### config.mk
export PLATFORM = sky130hd
export DESIGN_NAME = numeric_string_validator_top
export DESIGN_NICKNAME = d
export VERILOG_FILES = /design/src/nsv_pkg.sv /design/src/numeric_string_validator_top.sv /design/src/nsv_parse.sv
export SDC_FILE = /design/constraint.sdc
export NUM_CORES = 1
export LEC_CHECK = 0
export ABC_AREA = 1
export BUFFER_PORTS_ARGS = -buffer_cell sky130_fd_sc_hd__buf_2
export CELL_PAD_IN_SITES_DETAIL_PLACEMENT = 1
export CELL_PAD_IN_SITES_GLOBAL_PLACEMENT = 1
export CORE_AREA = 2 2 129 131
export CTS_BUF_LIST = sky130_fd_sc_hd__clkbuf_8
export DETAILED_ROUTE_END_ITERATION = 10
export DIE_AREA = 0 0 131 133
export GPL_TIMING_DRIVEN = 0
export PLACE_DENSITY_LB_ADDON = 0.1
export SETUP_SLACK_MARGIN = 0.4
export SLEW_MARGIN = 10
export SYNTH_ARGS = -nofsm -noshare
export SYNTH_HDL_FRONTEND = slang
export SYNTH_SLANG_ARGS = --single-unit
export TNS_END_PERCENT = 50
### constraint.sdc
create_clock -name aclk -period 8.66 [get_ports aclk]
set_input_delay 0 -clock aclk [delete_from_list [all_inputs] [get_ports aclk]]
set_output_delay 0 -clock aclk [all_outputs]
set_load 0.01 [all_outputs]
### src/nsv_pkg.sv
// Shared types and codes for the numeric string validator.
package nsv_pkg;

    // Target type codes carried on the selector of the first transfer of a string
    localparam logic [3:0] TY_BOOL   = 4'd0;
    localparam logic [3:0] TY_FLOAT  = 4'd1;
    localparam logic [3:0] TY_DOUBLE = 4'd2;
    localparam logic [3:0] TY_LONG   = 4'd3;
    localparam logic [3:0] TY_U64    = 4'd4;
    localparam logic [3:0] TY_I64    = 4'd5;
    localparam logic [3:0] TY_U32    = 4'd6;
    localparam logic [3:0] TY_I32    = 4'd7;
    localparam logic [3:0] TY_U16    = 4'd8;
    localparam logic [3:0] TY_I16    = 4'd9;
    localparam logic [3:0] TY_U8     = 4'd10;
    localparam logic [3:0] TY_I8     = 4'd11;
    localparam logic [3:0] TY_ALNUM  = 4'd12;

    localparam int unsigned CNT_W = 5;
    localparam logic [CNT_W-1:0] COUNT_SAT = 5'd21;

    typedef enum logic [6:0] {
        PH_START    = 7'b0000001,
        PH_WS       = 7'b0000010,
        PH_SIGN     = 7'b0000100,
        PH_BODY     = 7'b0001000,
        PH_EXP_MARK = 7'b0010000,
        PH_EXP_SIGN = 7'b0100000,
        PH_EXP_DIG  = 7'b1000000
    } phase_t;

    typedef enum logic [1:0] {
        CMP_EQ = 2'd0,
        CMP_LT = 2'd1,
        CMP_GT = 2'd2
    } cmp_t;

    typedef struct packed {
        logic [3:0]       str_type;
        phase_t           phase;
        logic             neg;
        logic [CNT_W-1:0] cnt;
        cmp_t             cmp;
        logic             seen_digit;
        logic             seen_point;
        logic             failed;
    } nsv_state_t;

endpackage

### src/numeric_string_validator_top.sv
// Top level of the numeric string validator: input register, parser state, result register.
//
//  channel | dir | tdata           | tuser                        | tlast
//  s_      | in  | [7:0] ch        | [3:0] func, [4] has_char     | last of string
//  m_      | out | [0] valid_res   | -                            | -
//
// One byte per cycle, unless a last-of-string byte waits on a stalled result; each transfer
// is held in the input register and the parser update then writes the state and, on the last
// byte, the result register. Reset (aresetn low, synchronous) empties both registers and
// returns the parser to the start of a string. A stalled result holds back only the next
// last-of-string byte.
module numeric_string_validator_top (
    input  logic       aclk,
    input  logic       aresetn,
    input  logic       s_tvalid,
    output logic       s_tready,
    input  logic [7:0] s_tdata,   // [7:0] ch
    input  logic [4:0] s_tuser,   // [3:0] func, [4] has_char
    input  logic       s_tlast,
    output logic       m_tvalid,
    input  logic       m_tready,
    output logic [7:0] m_tdata    // [0] valid_res, [7:1] zero
);
    import nsv_pkg::*;

    logic       in_valid_reg;
    logic [7:0] in_ch_reg;
    logic [3:0] in_func_reg;
    logic       in_has_reg;
    logic       in_last_reg;

    nsv_state_t state_reg;
    nsv_state_t state_next;
    nsv_state_t parse_next;
    logic       verdict;

    logic m_valid_reg;
    logic m_res_reg;
    logic fire;

    // Advance when the byte needs no result slot or the slot is free this cycle
    assign fire     = in_valid_reg && (!in_last_reg || !m_valid_reg || m_tready);
    assign s_tready = !in_valid_reg || fire;

    always_ff @(posedge aclk) begin
        if (!aresetn) begin
            in_valid_reg <= 1'b0;
        end else if (s_tready) begin
            in_valid_reg <= s_tvalid;
        end
    end

    always_ff @(posedge aclk) begin
        if (s_tvalid && s_tready) begin
            in_ch_reg   <= s_tdata;
            in_func_reg <= s_tuser[3:0];
            in_has_reg  <= s_tuser[4];
            in_last_reg <= s_tlast;
        end
    end

    nsv_parse u_parse (
        .cur_state  (state_reg),
        .func       (in_func_reg),
        .has_char   (in_has_reg),
        .ch         (in_ch_reg),
        .next_state (parse_next),
        .verdict    (verdict)
    );

    always_comb begin
        state_next = parse_next;
        if (in_last_reg) state_next.phase = PH_START;
    end

    always_ff @(posedge aclk) begin
        if (!aresetn) begin
            state_reg.str_type   <= TY_BOOL;
            state_reg.phase      <= PH_START;
            state_reg.neg        <= 1'b0;
            state_reg.cnt        <= '0;
            state_reg.cmp        <= CMP_EQ;
            state_reg.seen_digit <= 1'b0;
            state_reg.seen_point <= 1'b0;
            state_reg.failed     <= 1'b0;
        end else if (fire) begin
            state_reg <= state_next;
        end
    end

    always_ff @(posedge aclk) begin
        if (!aresetn) begin
            m_valid_reg <= 1'b0;
        end else if (fire && in_last_reg) begin
            m_valid_reg <= 1'b1;
        end else if (m_tready) begin
            m_valid_reg <= 1'b0;
        end
    end

    always_ff @(posedge aclk) begin
        if (fire && in_last_reg) m_res_reg <= verdict;
    end

    assign m_tvalid = m_valid_reg;
    assign m_tdata  = {7'b0, m_res_reg};

    a_result_follows_last: assert property (@(posedge aclk) disable iff (!aresetn)
        fire && in_last_reg |=> m_valid_reg)
        else $error("no result after last byte");

    a_restart_after_last: assert property (@(posedge aclk) disable iff (!aresetn)
        fire && in_last_reg |=> state_reg.phase == PH_START)
        else $error("parser not back at string start");

    a_count_saturates: assert property (@(posedge aclk) disable iff (!aresetn)
        state_reg.cnt <= COUNT_SAT)
        else $error("digit count beyond saturation");

    a_failed_sticks: assert property (@(posedge aclk) disable iff (!aresetn)
        fire && !in_last_reg && state_reg.phase != PH_START && state_reg.failed
        |=> state_reg.failed)
        else $error("failure flag dropped mid-string");

endmodule

### src/nsv_parse.sv
// Per-byte parser update and end-of-string verdict.
module nsv_parse (
    input  nsv_pkg::nsv_state_t cur_state,
    input  logic [3:0]          func,
    input  logic                has_char,
    input  logic [7:0]          ch,
    output nsv_pkg::nsv_state_t next_state,
    output logic                verdict
);
    import nsv_pkg::*;

    localparam logic [7:0] CH_SPACE  = 8'h20;
    localparam logic [7:0] CH_TAB    = 8'h09;
    localparam logic [7:0] CH_CR     = 8'h0D;
    localparam logic [7:0] CH_PLUS   = 8'h2B;
    localparam logic [7:0] CH_MINUS  = 8'h2D;
    localparam logic [7:0] CH_POINT  = 8'h2E;
    localparam logic [7:0] CH_ZERO   = 8'h30;
    localparam logic [7:0] CH_ONE    = 8'h31;
    localparam logic [7:0] CH_NINE   = 8'h39;
    localparam logic [7:0] CH_UP_A   = 8'h41;
    localparam logic [7:0] CH_UP_Z   = 8'h5A;
    localparam logic [7:0] CH_LO_A   = 8'h61;
    localparam logic [7:0] CH_LO_Z   = 8'h7A;
    localparam logic [7:0] CH_EXP_UP = 8'h45;
    localparam logic [7:0] CH_EXP_LO = 8'h65;

    function automatic logic is_ws(input logic [7:0] c);
        return (c == CH_SPACE) || (c >= CH_TAB && c <= CH_CR);
    endfunction

    function automatic logic is_dig(input logic [7:0] c);
        return c >= CH_ZERO && c <= CH_NINE;
    endfunction

    function automatic logic is_letter(input logic [7:0] c);
        return (c >= CH_UP_A && c <= CH_UP_Z) || (c >= CH_LO_A && c <= CH_LO_Z);
    endfunction

    function automatic logic [CNT_W-1:0] sat_inc(input logic [CNT_W-1:0] n);
        return (n < COUNT_SAT) ? n + 1'b1 : n;
    endfunction

    function automatic logic [CNT_W-1:0] bound_len(input logic [3:0] k);
        logic [CNT_W-1:0] len;
        case (k)
            4'd0, 4'd2: len = 5'd19;
            4'd1:       len = 5'd20;
            4'd3, 4'd4: len = 5'd10;
            4'd5, 4'd6: len = 5'd5;
            4'd7, 4'd8: len = 5'd3;
            default:    len = '0;
        endcase
        return len;
    endfunction

    // Bound digits, most significant first, left aligned in BCD
    function automatic logic [3:0] bound_digit(input logic [3:0] k, input logic neg,
                                               input logic [CNT_W-1:0] idx);
        logic [79:0] b;
        logic [79:0] sh;
        case (k)
            4'd0, 4'd2: b = neg ? 80'h92233720368547758080 : 80'h92233720368547758070;
            4'd1:       b = 80'h18446744073709551615;
            4'd3:       b = 80'h42949672950000000000;
            4'd4:       b = neg ? 80'h21474836480000000000 : 80'h21474836470000000000;
            4'd5:       b = 80'h65535000000000000000;
            4'd6:       b = neg ? 80'h32768000000000000000 : 80'h32767000000000000000;
            4'd7:       b = 80'h25500000000000000000;
            4'd8:       b = neg ? 80'h12800000000000000000 : 80'h12700000000000000000;
            default:    b = '0;
        endcase
        sh = b << {idx, 2'b00};
        return sh[79:76];
    endfunction

    nsv_state_t st;
    nsv_state_t nxt;
    logic [3:0] k;
    logic [3:0] bdig;
    logic [CNT_W-1:0] len;
    logic is_sign;

    always_comb begin
        st = cur_state;
        // Latch the type and clear the parse state on the first transfer of a string
        if (cur_state.phase == PH_START) begin
            st.str_type   = func;
            st.phase      = PH_WS;
            st.neg        = 1'b0;
            st.cnt        = '0;
            st.cmp        = CMP_EQ;
            st.seen_digit = 1'b0;
            st.seen_point = 1'b0;
            st.failed     = 1'b0;
        end
        nxt     = st;
        k       = st.str_type - 4'd3;
        len     = bound_len(k);
        bdig    = bound_digit(k, st.neg, st.cnt);
        is_sign = (ch == CH_PLUS) || (ch == CH_MINUS);

        if (has_char && !st.failed) begin
            case (st.str_type)
                TY_BOOL: begin
                    nxt.cnt = sat_inc(st.cnt);
                    if (ch != CH_ZERO && ch != CH_ONE) nxt.failed = 1'b1;
                end
                TY_ALNUM: begin
                    nxt.cnt = sat_inc(st.cnt);
                    if (!is_dig(ch) && !is_letter(ch)) nxt.failed = 1'b1;
                end
                TY_FLOAT, TY_DOUBLE: begin
                    if (st.phase == PH_WS && is_ws(ch)) begin
                        nxt.phase = PH_WS;
                    end else if (st.phase == PH_WS && is_sign) begin
                        nxt.phase = PH_SIGN;
                    end else if (st.phase == PH_WS || st.phase == PH_SIGN
                                 || st.phase == PH_BODY) begin
                        if (is_dig(ch)) begin
                            nxt.seen_digit = 1'b1;
                            nxt.phase      = PH_BODY;
                        end else if (ch == CH_POINT && !st.seen_point) begin
                            nxt.seen_point = 1'b1;
                            nxt.phase      = PH_BODY;
                        end else if ((ch == CH_EXP_LO || ch == CH_EXP_UP) && st.seen_digit) begin
                            // Exponent needs digits of its own
                            nxt.seen_digit = 1'b0;
                            nxt.phase      = PH_EXP_MARK;
                        end else begin
                            nxt.failed = 1'b1;
                        end
                    end else if (st.phase == PH_EXP_MARK && is_sign) begin
                        nxt.phase = PH_EXP_SIGN;
                    end else if (is_dig(ch)) begin
                        nxt.seen_digit = 1'b1;
                        nxt.phase      = PH_EXP_DIG;
                    end else begin
                        nxt.failed = 1'b1;
                    end
                end
                TY_LONG, TY_U64, TY_I64, TY_U32, TY_I32, TY_U16, TY_I16, TY_U8, TY_I8: begin
                    if (st.phase == PH_WS && is_ws(ch)) begin
                        nxt.phase = PH_WS;
                    end else if (st.phase == PH_WS && ch == CH_PLUS) begin
                        nxt.phase = PH_SIGN;
                    end else if (st.phase == PH_WS && ch == CH_MINUS) begin
                        // Even bound slots are the signed types
                        if (!k[0]) begin
                            nxt.neg   = 1'b1;
                            nxt.phase = PH_SIGN;
                        end else begin
                            nxt.failed = 1'b1;
                        end
                    end else if (!is_dig(ch)) begin
                        nxt.failed = 1'b1;
                    end else begin
                        nxt.phase      = PH_BODY;
                        nxt.seen_digit = 1'b1;
                        if (st.cnt < len && st.cmp == CMP_EQ) begin
                            if (ch[3:0] < bdig) nxt.cmp = CMP_LT;
                            else if (ch[3:0] > bdig) nxt.cmp = CMP_GT;
                        end
                        nxt.cnt = sat_inc(st.cnt);
                    end
                end
                default: nxt.failed = 1'b1;
            endcase
        end

        verdict = 1'b0;
        if (!nxt.failed) begin
            case (nxt.str_type)
                TY_BOOL:             verdict = (nxt.cnt == 5'd1);
                TY_ALNUM:            verdict = (nxt.cnt != '0);
                TY_FLOAT, TY_DOUBLE: verdict = nxt.seen_digit;
                TY_LONG, TY_U64, TY_I64, TY_U32, TY_I32, TY_U16, TY_I16, TY_U8, TY_I8:
                    verdict = nxt.seen_digit
                              && ((nxt.cnt < len) || (nxt.cnt == len && nxt.cmp != CMP_GT));
                default:             verdict = 1'b0;
            endcase
        end

        next_state = nxt;
    end

endmodule
# Yosys cells after proc, flatten, opt, wreduce, memory -nomap -nowiden
# Memories as Yosys holds them, arrays and structs flattened.
# Cells that the tools add are included.
[word_totals]
ff_bits = 39
romBits = 80
input_bits = 18
output_inout_bits = 10
elab_cells = 176
mem_count = 1
[op_classes]
addsub = 2
order_cmp = 13
n_eq_ne = 36
n_shift = 1
mux = 62
reduce_logical = 46
[mem_list]
columns = ["memory", "depth", "width", "read_ports", "rd_clocked_by_memory_dff", "wr", "line_no", "text"]
rows = [
  ["(no name shown)", 16, 5, 1, 0, 0, "nsv_parse.sv:46", "case (k)"],
]
[op_table]
columns = ["op", "count"]
rows = [
  ["80-bit one-hot mux with 8 select lines", 1],
  ["7-bit 2-to-1 mux", 13],
  ["80-bit by 7-bit left shift with 80-bit output", 1],
  ["72-bit 2-to-1 mux", 1],
  ["64-bit 2-to-1 mux", 1],
  ["44-bit 2-to-1 mux", 1],
  ["4-bit by 3-bit equality test with 1-bit output, second input constant", 8],
  ["8-bit by 6-bit equality test with 1-bit output, second input constant", 4],
  ["8-bit 2-to-1 mux", 4],
  ["4-bit equality test, second input constant", 6],
  ["1-bit 2-to-1 mux", 24],
  ["22-bit 2-to-1 mux", 1],
  ["1-bit logical AND", 20],
  ["18-bit 2-to-1 mux", 1],
  ["9-bit 2-to-1 mux", 2],
  ["4-bit by 2-bit equality test with 1-bit output, second input constant", 4],
  ["8-bit by 7-bit equality test with 1-bit output, second input constant", 2],
  ["8-bit by 7-bit >= comparator with 1-bit output, second input constant", 2],
  ["8-bit by 7-bit less-or-equal comparator with 1-bit output, second input constant", 2],
  ["8-bit by 6-bit != test with 1-bit output, second input constant", 2],
  ["7-bit one-hot mux with 2 select lines", 1],
  ["1-bit logical OR", 10],
  ["5-bit < comparator", 2],
  ["2-bit 2-to-1 mux", 5],
  ["30 further kinds", 42],
]

# Depth between registers and ports, before layout
# Gate-level depths: netlist (run 1).
[depth]
ltp_word = 22
mapped_depth = 37

# Hierarchy
# A second synthesis (run 1) with hierarchy kept.
[hier_totals]
hier_cells = 626
area_unflattened_um2 = 4083.9
[by_module_without_submodules]
columns = ["mod", "instances", "cells_per_inst", "area_each_um2"]
rows = [
  ["nsv_parse", 1, 489, 2518.7],
  ["numeric_string_validator_top", 1, 137, 1565.3],
]

# Worst setup path before layout (run 1)
# Ideal clock, no wire load.
[synth_path]
kind = "reg-to-reg"
startpoint = "register state_reg[15] (netlist bit)"
endpoint = "register m_res_reg (data pin)"
setup_ns = 0.249
t_arrival_ns = 3.117
path_slack_ns = 5.294
path_stages_with_launch = 36
path_buffers = 0
period_less_slack_ns = 3.366
path_cell_list = "dfxtp_1 > inv_2 > nand2_1 > nor2_4 > nand3_1 > nand2_4 > nand2_8 > nand2_2 > nand2_2 > nor2_4 > nand2_2 > inv_2 > nor2_1 > o21ai_1 > o21ai_1 > nand2_1 > nand2_1 > nand2_1 > nand2_1 > nand2_1 > nand2_1 > ha_1 > inv_1 > nor2_1 > nor2_1 > o21ai_0 > o21a_1 > nand3_1 > nand2_1 > nand2_1 > nand2_1 > nand2_1 > nand3_2 > nand3_1 > nand2_1 > inv_1"
[synth_between]
elab_chain_len = 22
word_cells_on_any_way = 101
[synth_rtl]
columns = ["element", "line_no", "text"]
rows = [
  ["start: declaration", "numeric_string_validator_top.sv:32", "nsv_state_t state_reg;"],
  ["start signal: assignment", "numeric_string_validator_top.sv:87", "state_reg <= state_next;"],
  ["7-bit by 1-bit equality test with 1-bit output", "nsv_parse.sv:87", "if (cur_state.phase == PH_START) begin"],
  ["22-bit 2-to-1 mux (*)", "nsv_parse.sv:87", ""],
  ["4-bit by 2-bit subtractor with 4-bit output", "nsv_parse.sv:98", "k = st.str_type - 4'd3;"],
  ["4-bit by 2-bit equality test with 1-bit output / 4-bit zero test (equally long branches)", "nsv_parse.sv:62", "case (k)"],
  ["2-bit OR reduction", "nsv_parse.sv:62", ""],
  ["80-bit one-hot mux with 8 select lines", "nsv_parse.sv:62", ""],
  ["80-bit by 7-bit left shift with 80-bit output", "nsv_parse.sv:73", "sh = b << {idx, 2'b00};"],
  ["4-bit > comparator", "nsv_parse.sv:162", "else if (ch[3:0] > bdig) nxt.cmp = CMP_GT;"],
  ["[6 not listed]", "n/a", ""],
  ["9-bit 2-to-1 mux", "nsv_parse.sv:143", "if (st.phase == PH_WS && is_ws(ch)) begin"],
  ["2-bit 2-to-1 mux", "nsv_parse.sv:104", "case (st.str_type)"],
  ["18-bit 2-to-1 mux", "nsv_parse.sv:103", "if (has_char && !st.failed) begin"],
  ["2-bit != test", "nsv_parse.sv:179", "&& ((nxt.cnt < len) || (nxt.cnt == len && nxt.cmp != CMP_GT));"],
  ["1-bit logical AND", "nsv_parse.sv:179", ""],
  ["1-bit logical OR", "nsv_parse.sv:179", ""],
  ["1-bit logical AND", "nsv_parse.sv:179", ""],
  ["1-bit one-hot mux with 4 select lines", "nsv_parse.sv:173", "case (nxt.str_type)"],
  ["end signal: assignment", "numeric_string_validator_top.sv:102", "if (fire && in_last_reg) m_res_reg <= verdict;"],
  ["end: declaration", "numeric_string_validator_top.sv:38", "logic m_res_reg;"],
]
# Mark *: on every way between the ends. The rest lies on a longest branch, timed or not.
# A chain may end at the register's enable or synchronous reset.

# Final worst setup path (run 1)
# Same ends and word-level chain as after synthesis.

==> flow_summary.json, run 1 <==
{
  "critPathKind": "reg2reg",
  "routed-via-count": 4083,
  "netlist_instances": 595,
  "yosysWarnings": 0,
  "max_stage_delay_ns": 0.37,
  "hpwlAfterDp_mm": 11.8,
  "critPathLaunchType": "flip-flop",
  "skew_ns": 0.00623,
  "gp_congestion": 0.852,
  "layout.nets": 675,
  "drive_above_1_share_pct": 20.2,
  "n_antenna_cell": 0,
  "avgSynthCellArea_um2": 6.61,
  "syn2layout_area_growth_pct": 16.3,
  "setup-tns-final_ns": 0,
  "ant_nets": 0,
  "grt_first_pass_wirelength_mm": 23.4,
  "via_per_inst": 4.73,
  "internal_power_w": 0.000354,
  "synth_edf_count": 15,
  "p_leak_nw": 2.04,
  "dieWidth_um": 131,
  "hold_viol": 0,
  "final_common_cell": "nand2_1",
  "reg2reg_slack_ns": 4.10,
  "drc": 0,
  "rsz0062_at_grt": "no",
  "maxCapViolations": 0,
  "synth_seq_area_share_pct": 23.7,
  "tightest_slew_ns": 0.792,
  "n_fill_cell": 2043,
  "clk_pin_slew_ns": 0.09,
  "final_util_pct": 28.3,
  "multi_input_area_mm2": 0.00259,
  "p_switching_w": 0.000284,
  "largest_reg_flops": 22,
  "dp_worst_setup_slack_ns": 4.04,
  "final_max_slew_viol_count": 0,
  "finalCritPeriodShare_pct": 52.7,
  "cts_tree": "done",
  "post_dp_cell_area_mm2": 0.00433,
  "start_util_pct": 24.3,
  "dieArea_mm2": 0.0174,
  "ys_ff_latch": 39,
  "drt_iter0_drc": 154,
  "p_clk_share_pct": 22.6,
  "p_comb_share_pct": 44.8,
  "ys_async_sr_fraction_pct": 0,
  "slowest_stage": "o21ai_0",
  "clock_sinks": 39,
  "core-area_mm2": 0.0162,
  "ir_drop_mv": 0.109,
  "crit_fanout": 10,
  "synthFlopType": "dfxtp_1",
  "cp-end-kind": "flip-flop",
  "pwr_density_cell_mw_per_mm2": 139,
  "seq_area_um2": 931,
  "grt_max_degree": 15,
  "grt_use_total_pct": 17.6,
  "switching_share_pct": 44.5,
  "wl_per_cell_um": 17.1,
  "htreeDepth": 2,
  "wl_mm": 14.7,
  "gr-total-overflow": 0,
  "fin_area_mm2": 0.00458,
  "io_buffers": 20,
  "final.min_clock_period_ns": 4.56,
  "setup_viol": 0,
  "yosysUniqueCellTypes": 46,
  "hold_class": "in2reg",
  "grt_pass1_vias": 4200,
  "cp.arrival_ns": 4.65,
  "syn-cell-area_mm2": 0.00393,
  "clockBufferDepth": 2,
  "cts_resized": 0,
  "cts_root_buffer": "clkbuf_8",
  "dr.pass1.iters": 4,
  "final_cell_mix": "nand2_1 (135), inv_1 (66), nor2_1 (46), nand3_1 (45), a21oi_1 (38)",
  "fp-row-count": 47,
  "die_h_um": 133,
  "worst_slack_ns": 4.10,
  "numCtsBuffers": 5,
  "antenna_found_initial": 0,
  "pwr-share-seq_pct": 32.6,
  "maxSlewHeadroom_pct": 46.8,
  "crit_required_ns": 8.75,
  "clk_latency_ns": 0.32,
  "io_pins": 28,
  "status": "complete, no violations",
  "clock.fmax_ghz": 0.219,
  "cp_common_cell": "nand2_1"
}
==> cell families (layout without fill, tap and decap cells) <==
family | after synthesis | in the layout | share of synthesized area, %
flip-flops | 39 | 39 | 23.7
adder cells (fa/ha/maj) | 14 | 14 | 4.45
AO/OA/AOI/OAI | 122 | 122 | 18.4
AND/OR/NAND/NOR | 315 | 315 | 42.3
other | 1 | 7 | 0.0953
buffers and inverters | 104 | 147 | 11.1
==> repair_timing <==
action	CTS	global route
setup buffers	0	0
hold endpoints to repair	15	0
setup endpoints to repair	0	0
hold buffers	15	0
==> power by group through the flow <==
| stage | Sequential (W) | Combinational, W | Clock, W |
|---|---|---|---|
| after floorplan | 0.000210 | 0.000204 | 0 |
| after global placement | 0.000212 | 0.000279 | 0 |
| after detailed placement | 0.000212 | 0.000283 | 0 |
| after CTS | 0.000208 | 0.000289 | 0.000150 |
| after global routing | 0.000209 | 0.000318 | 0.000159 |
| final | 0.000208 | 0.000286 | 0.000144 |
==> worst paths after layout <==
| path | from | endpoint | cells past startpoint |
|---|---|---|---|
| max | state_reg[15] | m_res_reg | 36 |
| min | m_tready | in_valid_reg | 4 |
| max reg2reg | state_reg[15] | m_res_reg | 36 |
| min reg2reg | state_reg[1] | state_reg[1] | 2 |
==> cell usage after synthesis, types with 6 or more instances <==
library cell	n	area [um^2]
nor3_1	10	50.1
nand3_1	45	225
inv_1	66	248
clkbuf_1	6	22.5
buf_4	8	60.1
dfxtp_1	24	480
edfxtp_1	15	450
nand4_1	11	68.8
nor2_2	9	56.3
nand2_1	135	507
ha_1	14	175
nand2_4	15	169
nand2_2	18	113
a21oi_1	38	190
o211ai_1	9	67.6
o21ai_1	17	85.1
inv_2	20	75.1
o21ai_0	29	145
nor2_4	12	135
nor2_1	46	173
==> critical path, delay by kind of cell, from the launching register on <==
family | cells | cell delay [ns]
AND/OR/NAND/NOR | 26 | 2.34
adder cells (fa/ha/maj) | 1 | 0.31
AO/OA/AOI/OAI | 4 | 0.83
buffers and inverters | 5 | 0.51
flip-flops | 1 | 0.36
==> routing by layer <==
metal / up-vias / routed length, um / track usage (%)
met2: 62 / 7010 / 29.5
met3: 22 / 414 / 2.83
met4: 0 / 342 / 5.02
met1: 1930 / 6970 / 23.2
met5: - / 0 / 0
li1: 2069 / - / -
==> per-stage QoR <==
| step | power, W | cells | hold slack [ns] |
|---|---|---|---|
| after floorplan | 0.000413 | 601 | 0.0989 |
| after global placement | 0.000491 | 841 | 0.176 |
| after detailed placement | 0.000495 | 841 | 0.179 |
| after CTS | 0.000647 | 864 | 0.00880 |
| after global routing | 0.000687 | 864 | 0.0172 |
| final | 0.000638 | 864 | 0.0180 |
==> final cells by class <==
type | instances | share of cell area (%)
clock buffer | 6 | 1.80
multi-input combinational | 458 | 56.6
timing repair buffer | 35 | 5.47
clock inverter | 2 | 0.246
tap | 220 | 6.02
sequential | 39 | 20.3
buffer | 18 | 2.49
inverter | 86 | 7.05
No activity file was read; power rests on OpenSTA's default activity.
==> run 2, diff against run 1 <==
==> constraint.sdc (replaced) <==
create_clock -name aclk -period 3.7 [get_ports aclk]
set_input_delay 0 -clock aclk [delete_from_list [all_inputs] [get_ports aclk]]
set_output_delay 0 -clock aclk [all_outputs]
set_load 0.01 [all_outputs]
==> run 2 against run 1 <==
Compared with the run above: register-to-register slack got worse by 4.3 ns; combinational power increased to 2.8 times the previous value; hold slack improved by 0.0055 ns; the run now ends with negative setup slack left; critical endpoint unchanged; non-clock buffer count increased by 50; critical path type unchanged; sequential power increased by 140%.
==> flow_summary.json, run 2 (synthesis results as in run 1) <==
{
  "maxSlewHeadroom_pct": 50.2,
  "critPathLaunchType": "flip-flop",
  "antenna_found_initial": 0,
  "gp_congestion": 0.834,
  "numCtsBuffers": 5,
  "io_pins": 28,
  "io_buffers": 20,
  "clock_sinks": 39,
  "clock.fmax_ghz": 0.258,
  "final.min_clock_period_ns": 3.87,
  "clockBufferDepth": 2,
  "final_max_slew_viol_count": 0,
  "n_antenna_cell": 0,
  "whs_ns": 0.0236,
  "dieArea_mm2": 0.0174,
  "wl_mm": 15.8,
  "dp_cells": 841,
  "wl_per_cell_um": 17.3,
  "via_per_inst": 4.70,
  "status": "complete, but fails checks",
  "drt_iter0_drc": 205,
  "setup_viol": 2,
  "htreeDepth": 2,
  "dp_worst_setup_slack_ns": -0.777,
  "cts_tree": "done",
  "ant_nets": 0,
  "grt_first_pass_wirelength_mm": 25.0,
  "reg2reg_slack_ns": -0.17,
  "clk_latency_ns": 0.32,
  "crit_required_ns": 3.79,
  "tightest_slew_ns": 0.742,
  "clk_pin_slew_ns": 0.09,
  "grt_max_degree": 15,
  "fp-row-count": 47,
  "final_common_cell": "nand2_1",
  "rsz0062_at_grt": "yes",
  "hold_class": "in2reg",
  "maxCapViolations": 0,
  "die_h_um": 133,
  "start_util_pct": 24.3,
  "largest_reg_flops": 22,
  "layout.nets": 726,
  "worst_slack_ns": -0.169,
  "grt_use_total_pct": 19.0,
  "slowest_stage": "dfxtp_4",
  "final_util_pct": 32.6,
  "max_stage_delay_ns": 0.39,
  "setup-tns-final_ns": -0.305,
  "routed-via-count": 4298,
  "pwr_density_cell_mw_per_mm2": 318,
  "hold_viol": 0,
  "cp-end-kind": "flip-flop",
  "drive_above_1_share_pct": 31.4,
  "gr-total-overflow": 0,
  "violations": "negative setup slack",
  "hpwlAfterDp_mm": 11.7,
  "final_cell_mix": "nand2_1 (126), inv_1 (62), buf_4 (53), nand3_1 (41), nor2_1 (41)",
  "ir_drop_mv": 0.185,
  "core-area_mm2": 0.0162,
  "critPathKind": "reg2reg",
  "dr.pass1.iters": 4,
  "grt_pass1_vias": 4478,
  "p_leak_nw": 2.39,
  "syn2layout_area_growth_pct": 33.9,
  "crit_fanout": 6,
  "n_fill_cell": 2014,
  "cts_root_buffer": "clkbuf_8",
  "dieWidth_um": 131,
  "cp_common_cell": "nand2_1",
  "finalCritPeriodShare_pct": 105,
  "skew_ns": 0.00977,
  "drc": 0,
  "cp.arrival_ns": 3.96,
  "stdcell_count": 915
}
-- run 2: cell types whose count changed in the layout (fill, tap and decap cells not counted), moves of 6 or more --
cell	previous run	this run
buf_4	8	53
nand2_1	135	126
nor2_4	12	20
nand2_4	15	22
dfxtp_1	24	18
-- run 2: power by group --
part	internal (W)	total, W	switching (W)	leakage (nW)
clock	0.000198	0.000378	0.000180	0.0556
combinational	0.000300	0.000810	0.000510	1.99
sequential	0.000467	0.000489	0.0000221	0.345
-- run 2: per-layer routing --
layer | wire, um | part of all wire [%] | track usage, % | up-vias
li1 | - | - | - | 2178
met1 | 7190 | 45 | 24.5 | 2033
met2 | 7790 | 49 | 32.4 | 68
met3 | 474 | 3.0 | 3.07 | 19
met4 | 388 | 2.4 | 5.56 | 0
met5 | 0 | 0 | 0 | -
-- run 2: stage by stage --
step | instance area, um^2 | power (W)
final | 5270 | 0.00168
after CTS | 5010 | 0.00165
after detailed placement | 4330 | 0.00116
after floorplan | 3960 | 0.000967
after global placement | 4330 | 0.00115
after global routing | 5270 | 0.00180
-- run 2: path summary, 6_finish.rpt --
kind,from,end,cells past startpoint
worst max-delay path,state_reg[13],m_res_reg,36
worst min-delay path,aresetn,state_reg[11],2
worst max register to register,state_reg[13],m_res_reg,36
worst min register to register,state_reg[1],state_reg[1],2
-- run 2: final cells by class --
class,count,area (um^2),share of cell area [%]
Multi-Input combinational cell,459,2800,53.1
Sequential cell,39,948,18.0
Timing Repair Buffer,85,662,12.6
Inverter,86,335,6.36
Tap cell,220,275,5.22
Buffer,18,140,2.66
Clock buffer,5,68.8,1.31
Clock inverter,3,38.8,0.736
-- run 2: worst max-delay path, delay by kind of cell, from the launching register on --
family	cells	cell delay (ns)
adder cells (fa/ha/maj)	1	0.28
buffers and inverters	5	0.36
flip-flops	1	0.39
AO/OA/AOI/OAI	3	0.42
AND/OR/NAND/NOR	27	2.16
-- run 2: what timing repair did --
item                       in CTS  in global routing
pin swaps                      25                 28
hold buffers                   15                  0
setup endpoints to repair       3                  3
gates cloned                    1                  0
hold endpoints to repair       15                  0
gates resized for setup        39                 41
buffers inserted               36                 14
==> run 3, diff against run 2 <==
==> constraint.sdc (replaced) <==
create_clock -name aclk -period 3.7 [get_ports aclk]
set_input_delay 0.185 -clock aclk [delete_from_list [all_inputs] [get_ports aclk]]
set_output_delay 0.185 -clock aclk [all_outputs]
set_load 0.01 [all_outputs]
==> run 3 against run 2 <==
Compared with the run above: the run still ends with negative setup slack left; fmax about the same; core utilization decreased by 0.93 points; count of clock-buffer cells in the layout unchanged; first-iteration DRC count increased by 2.4%; critical path depth decreased by 2; critical endpoint unchanged; non-clock buffer count decreased by 15; die area unchanged.
==> flow_summary.json, run 3 (synthesis results as in run 1) <==
{
  "ant_nets": 0,
  "hold_viol": 0,
  "clockBufferDepth": 2,
  "dieWidth_um": 131,
  "post_dp_cell_area_mm2": 0.00433,
  "cp.arrival_ns": 3.95,
  "setup_viol": 2,
  "pwr_density_cell_mw_per_mm2": 325,
  "hpwlAfterDp_mm": 11.7,
  "cp_common_cell": "nand2_1",
  "gr-total-overflow": 0,
  "max_stage_delay_ns": 0.38,
  "antenna_found_initial": 0,
  "critPathKind": "reg2reg",
  "wl_per_cell_um": 17.4,
  "crit_required_ns": 3.79,
  "largest_reg_flops": 22,
  "n_antenna_cell": 0,
  "htreeDepth": 2,
  "p_switching_w": 0.000707,
  "grt_pass1_vias": 4403,
  "violations": "negative setup slack",
  "rsz0062_at_grt": "yes",
  "drive_above_1_share_pct": 32.1,
  "final.min_clock_period_ns": 3.87,
  "skew_ns": 0.0113,
  "status": "complete, but fails checks",
  "cp-end-kind": "flip-flop",
  "crit_fanout": 6,
  "switching_share_pct": 42.6,
  "drt-met1-wl_mm": 7.11,
  "dr_wl_met2_mm": 7.63,
  "cts_root_buffer": "clkbuf_8",
  "final_max_slew_viol_count": 0,
  "gp_congestion": 0.834,
  "critPathLaunchType": "flip-flop",
  "via_per_inst": 4.73,
  "grt_use_total_pct": 18.8,
  "fp-row-count": 47,
  "finalCritPeriodShare_pct": 104,
  "routed-via-count": 4253,
  "grt_max_degree": 15,
  "hp-start": "s_tdata[1]",
  "slowest_stage": "dfxtp_4",
  "tightest_slew_ns": 0.741,
  "clock.fmax_ghz": 0.259,
  "ir_drop_mv": 0.181,
  "layout.nets": 711,
  "start_util_pct": 24.3,
  "final_cell_mix": "nand2_1 (126), inv_1 (62), buf_4 (53), nand3_1 (41), nor2_1 (41)",
  "cts_hold_buf": 0,
  "numCtsBuffers": 5,
  "die_h_um": 133,
  "grt_first_pass_wirelength_mm": 24.6,
  "dr.pass1.iters": 4,
  "worst_slack_ns": -0.166,
  "maxSlewHeadroom_pct": 50.3,
  "cp_top_family": "simple AND/OR/NAND/NOR gates",
  "core-area_mm2": 0.0162,
  "hold_class": "in2reg",
  "final_common_cell": "nand2_1",
  "dp_worst_setup_slack_ns": -0.777,
  "p_leak_nw": 2.33,
  "clk_latency_ns": 0.32,
  "drt_iter0_drc": 210,
  "p_clk_share_pct": 22.6,
  "worst-path-buf-inv": 5,
  "r2r_start": "state_reg[13]",
  "critPathLaunch": "state_reg[13]",
  "multi_input_area_mm2": 0.00280,
  "drc": 0,
  "clk_pin_slew_ns": 0.09,
  "cts_tree": "done",
  "maxCapViolations": 0,
  "wl_mm": 15.6,
  "internal_power_w": 0.000955,
  "syn2layout_area_growth_pct": 30.1,
  "fin_area_mm2": 0.00512,
  "n_fill_cell": 2024,
  "io_pins": 28,
  "top_layer": "met4",
  "seq_area_um2": 948,
  "pwr-share-seq_pct": 29.4,
  "io_buffers": 20,
  "dr_wl_met3_um": 505,
  "p_comb_share_pct": 48.0,
  "clock_sinks": 39,
  "dieArea_mm2": 0.0174
}
[run 3: cell count changes in the layout (fill, tap and decap cells not counted), sizes merged]
cell and change:
dlygate4sd3 -15
[run 3: power by group through the flow]
stage,Combinational (W),Clock [W],Sequential (W)
finish,0.000797,0.000376,0.000489
global route,0.000883,0.000413,0.000492
CTS,0.000749,0.000399,0.000487
detailed placement,0.000661,0,0.000497
global placement,0.000654,0,0.000497
floorplan,0.000477,0,0.000490
[run 3: area by class of cell]
type                       instances  share of cell area [%]
buffer                            18                    2.74
clock buffer                       5                    1.34
clock inverter                     3                   0.758
inverter                          86                    6.55
multi-input combinational        459                    54.7
sequential                        39                    18.5
tap                              220                    5.38
timing repair buffer              70                    10.0
[run 3: through the flow]
| step | power, W | std cells | util (%) | hold slack [ns] | setup TNS (ns) |
|---|---|---|---|---|---|
| floorplan | 0.000967 | 601 | - | 0.284 | 0 |
| global placement | 0.00115 | 841 | 26.8 | 0.362 | -1.02 |
| detailed placement | 0.00116 | 841 | 26.8 | 0.364 | -1.17 |
| CTS | 0.00164 | 886 | 30.1 | 0.0102 | -0.540 |
| global route | 0.00179 | 900 | 31.7 | 0.0162 | -0.909 |
| finish | 0.00166 | 900 | 31.7 | 0.0302 | -0.289 |
[run 3: path summary, 6_finish.rpt]
check	slack (ns)	depth (start not counted)	end
min	0.03	1	in_ch_reg[1]
max	-0.17	34	m_res_reg
min reg2reg	0.48	2	state_reg[1]
max reg2reg	-0.17	34	m_res_reg
[run 3: layer usage]
metal | GRT usage (%) | vias to the layer above
met5 | 0 | -
met4 | 5.56 | 0
met3 | 2.99 | 19
met2 | 31.8 | 75
met1 | 24.4 | 2008
li1 | - | 2151
[run 3: what timing repair did]
| item | in CTS | in global routing |
|---|---|---|
| cloned | 1 | 0 |
| pin swaps | 25 | 28 |
| gates resized for setup | 39 | 41 |
| setup buffers | 36 | 14 |
| endpoints found under the setup margin | 3 | 3 |
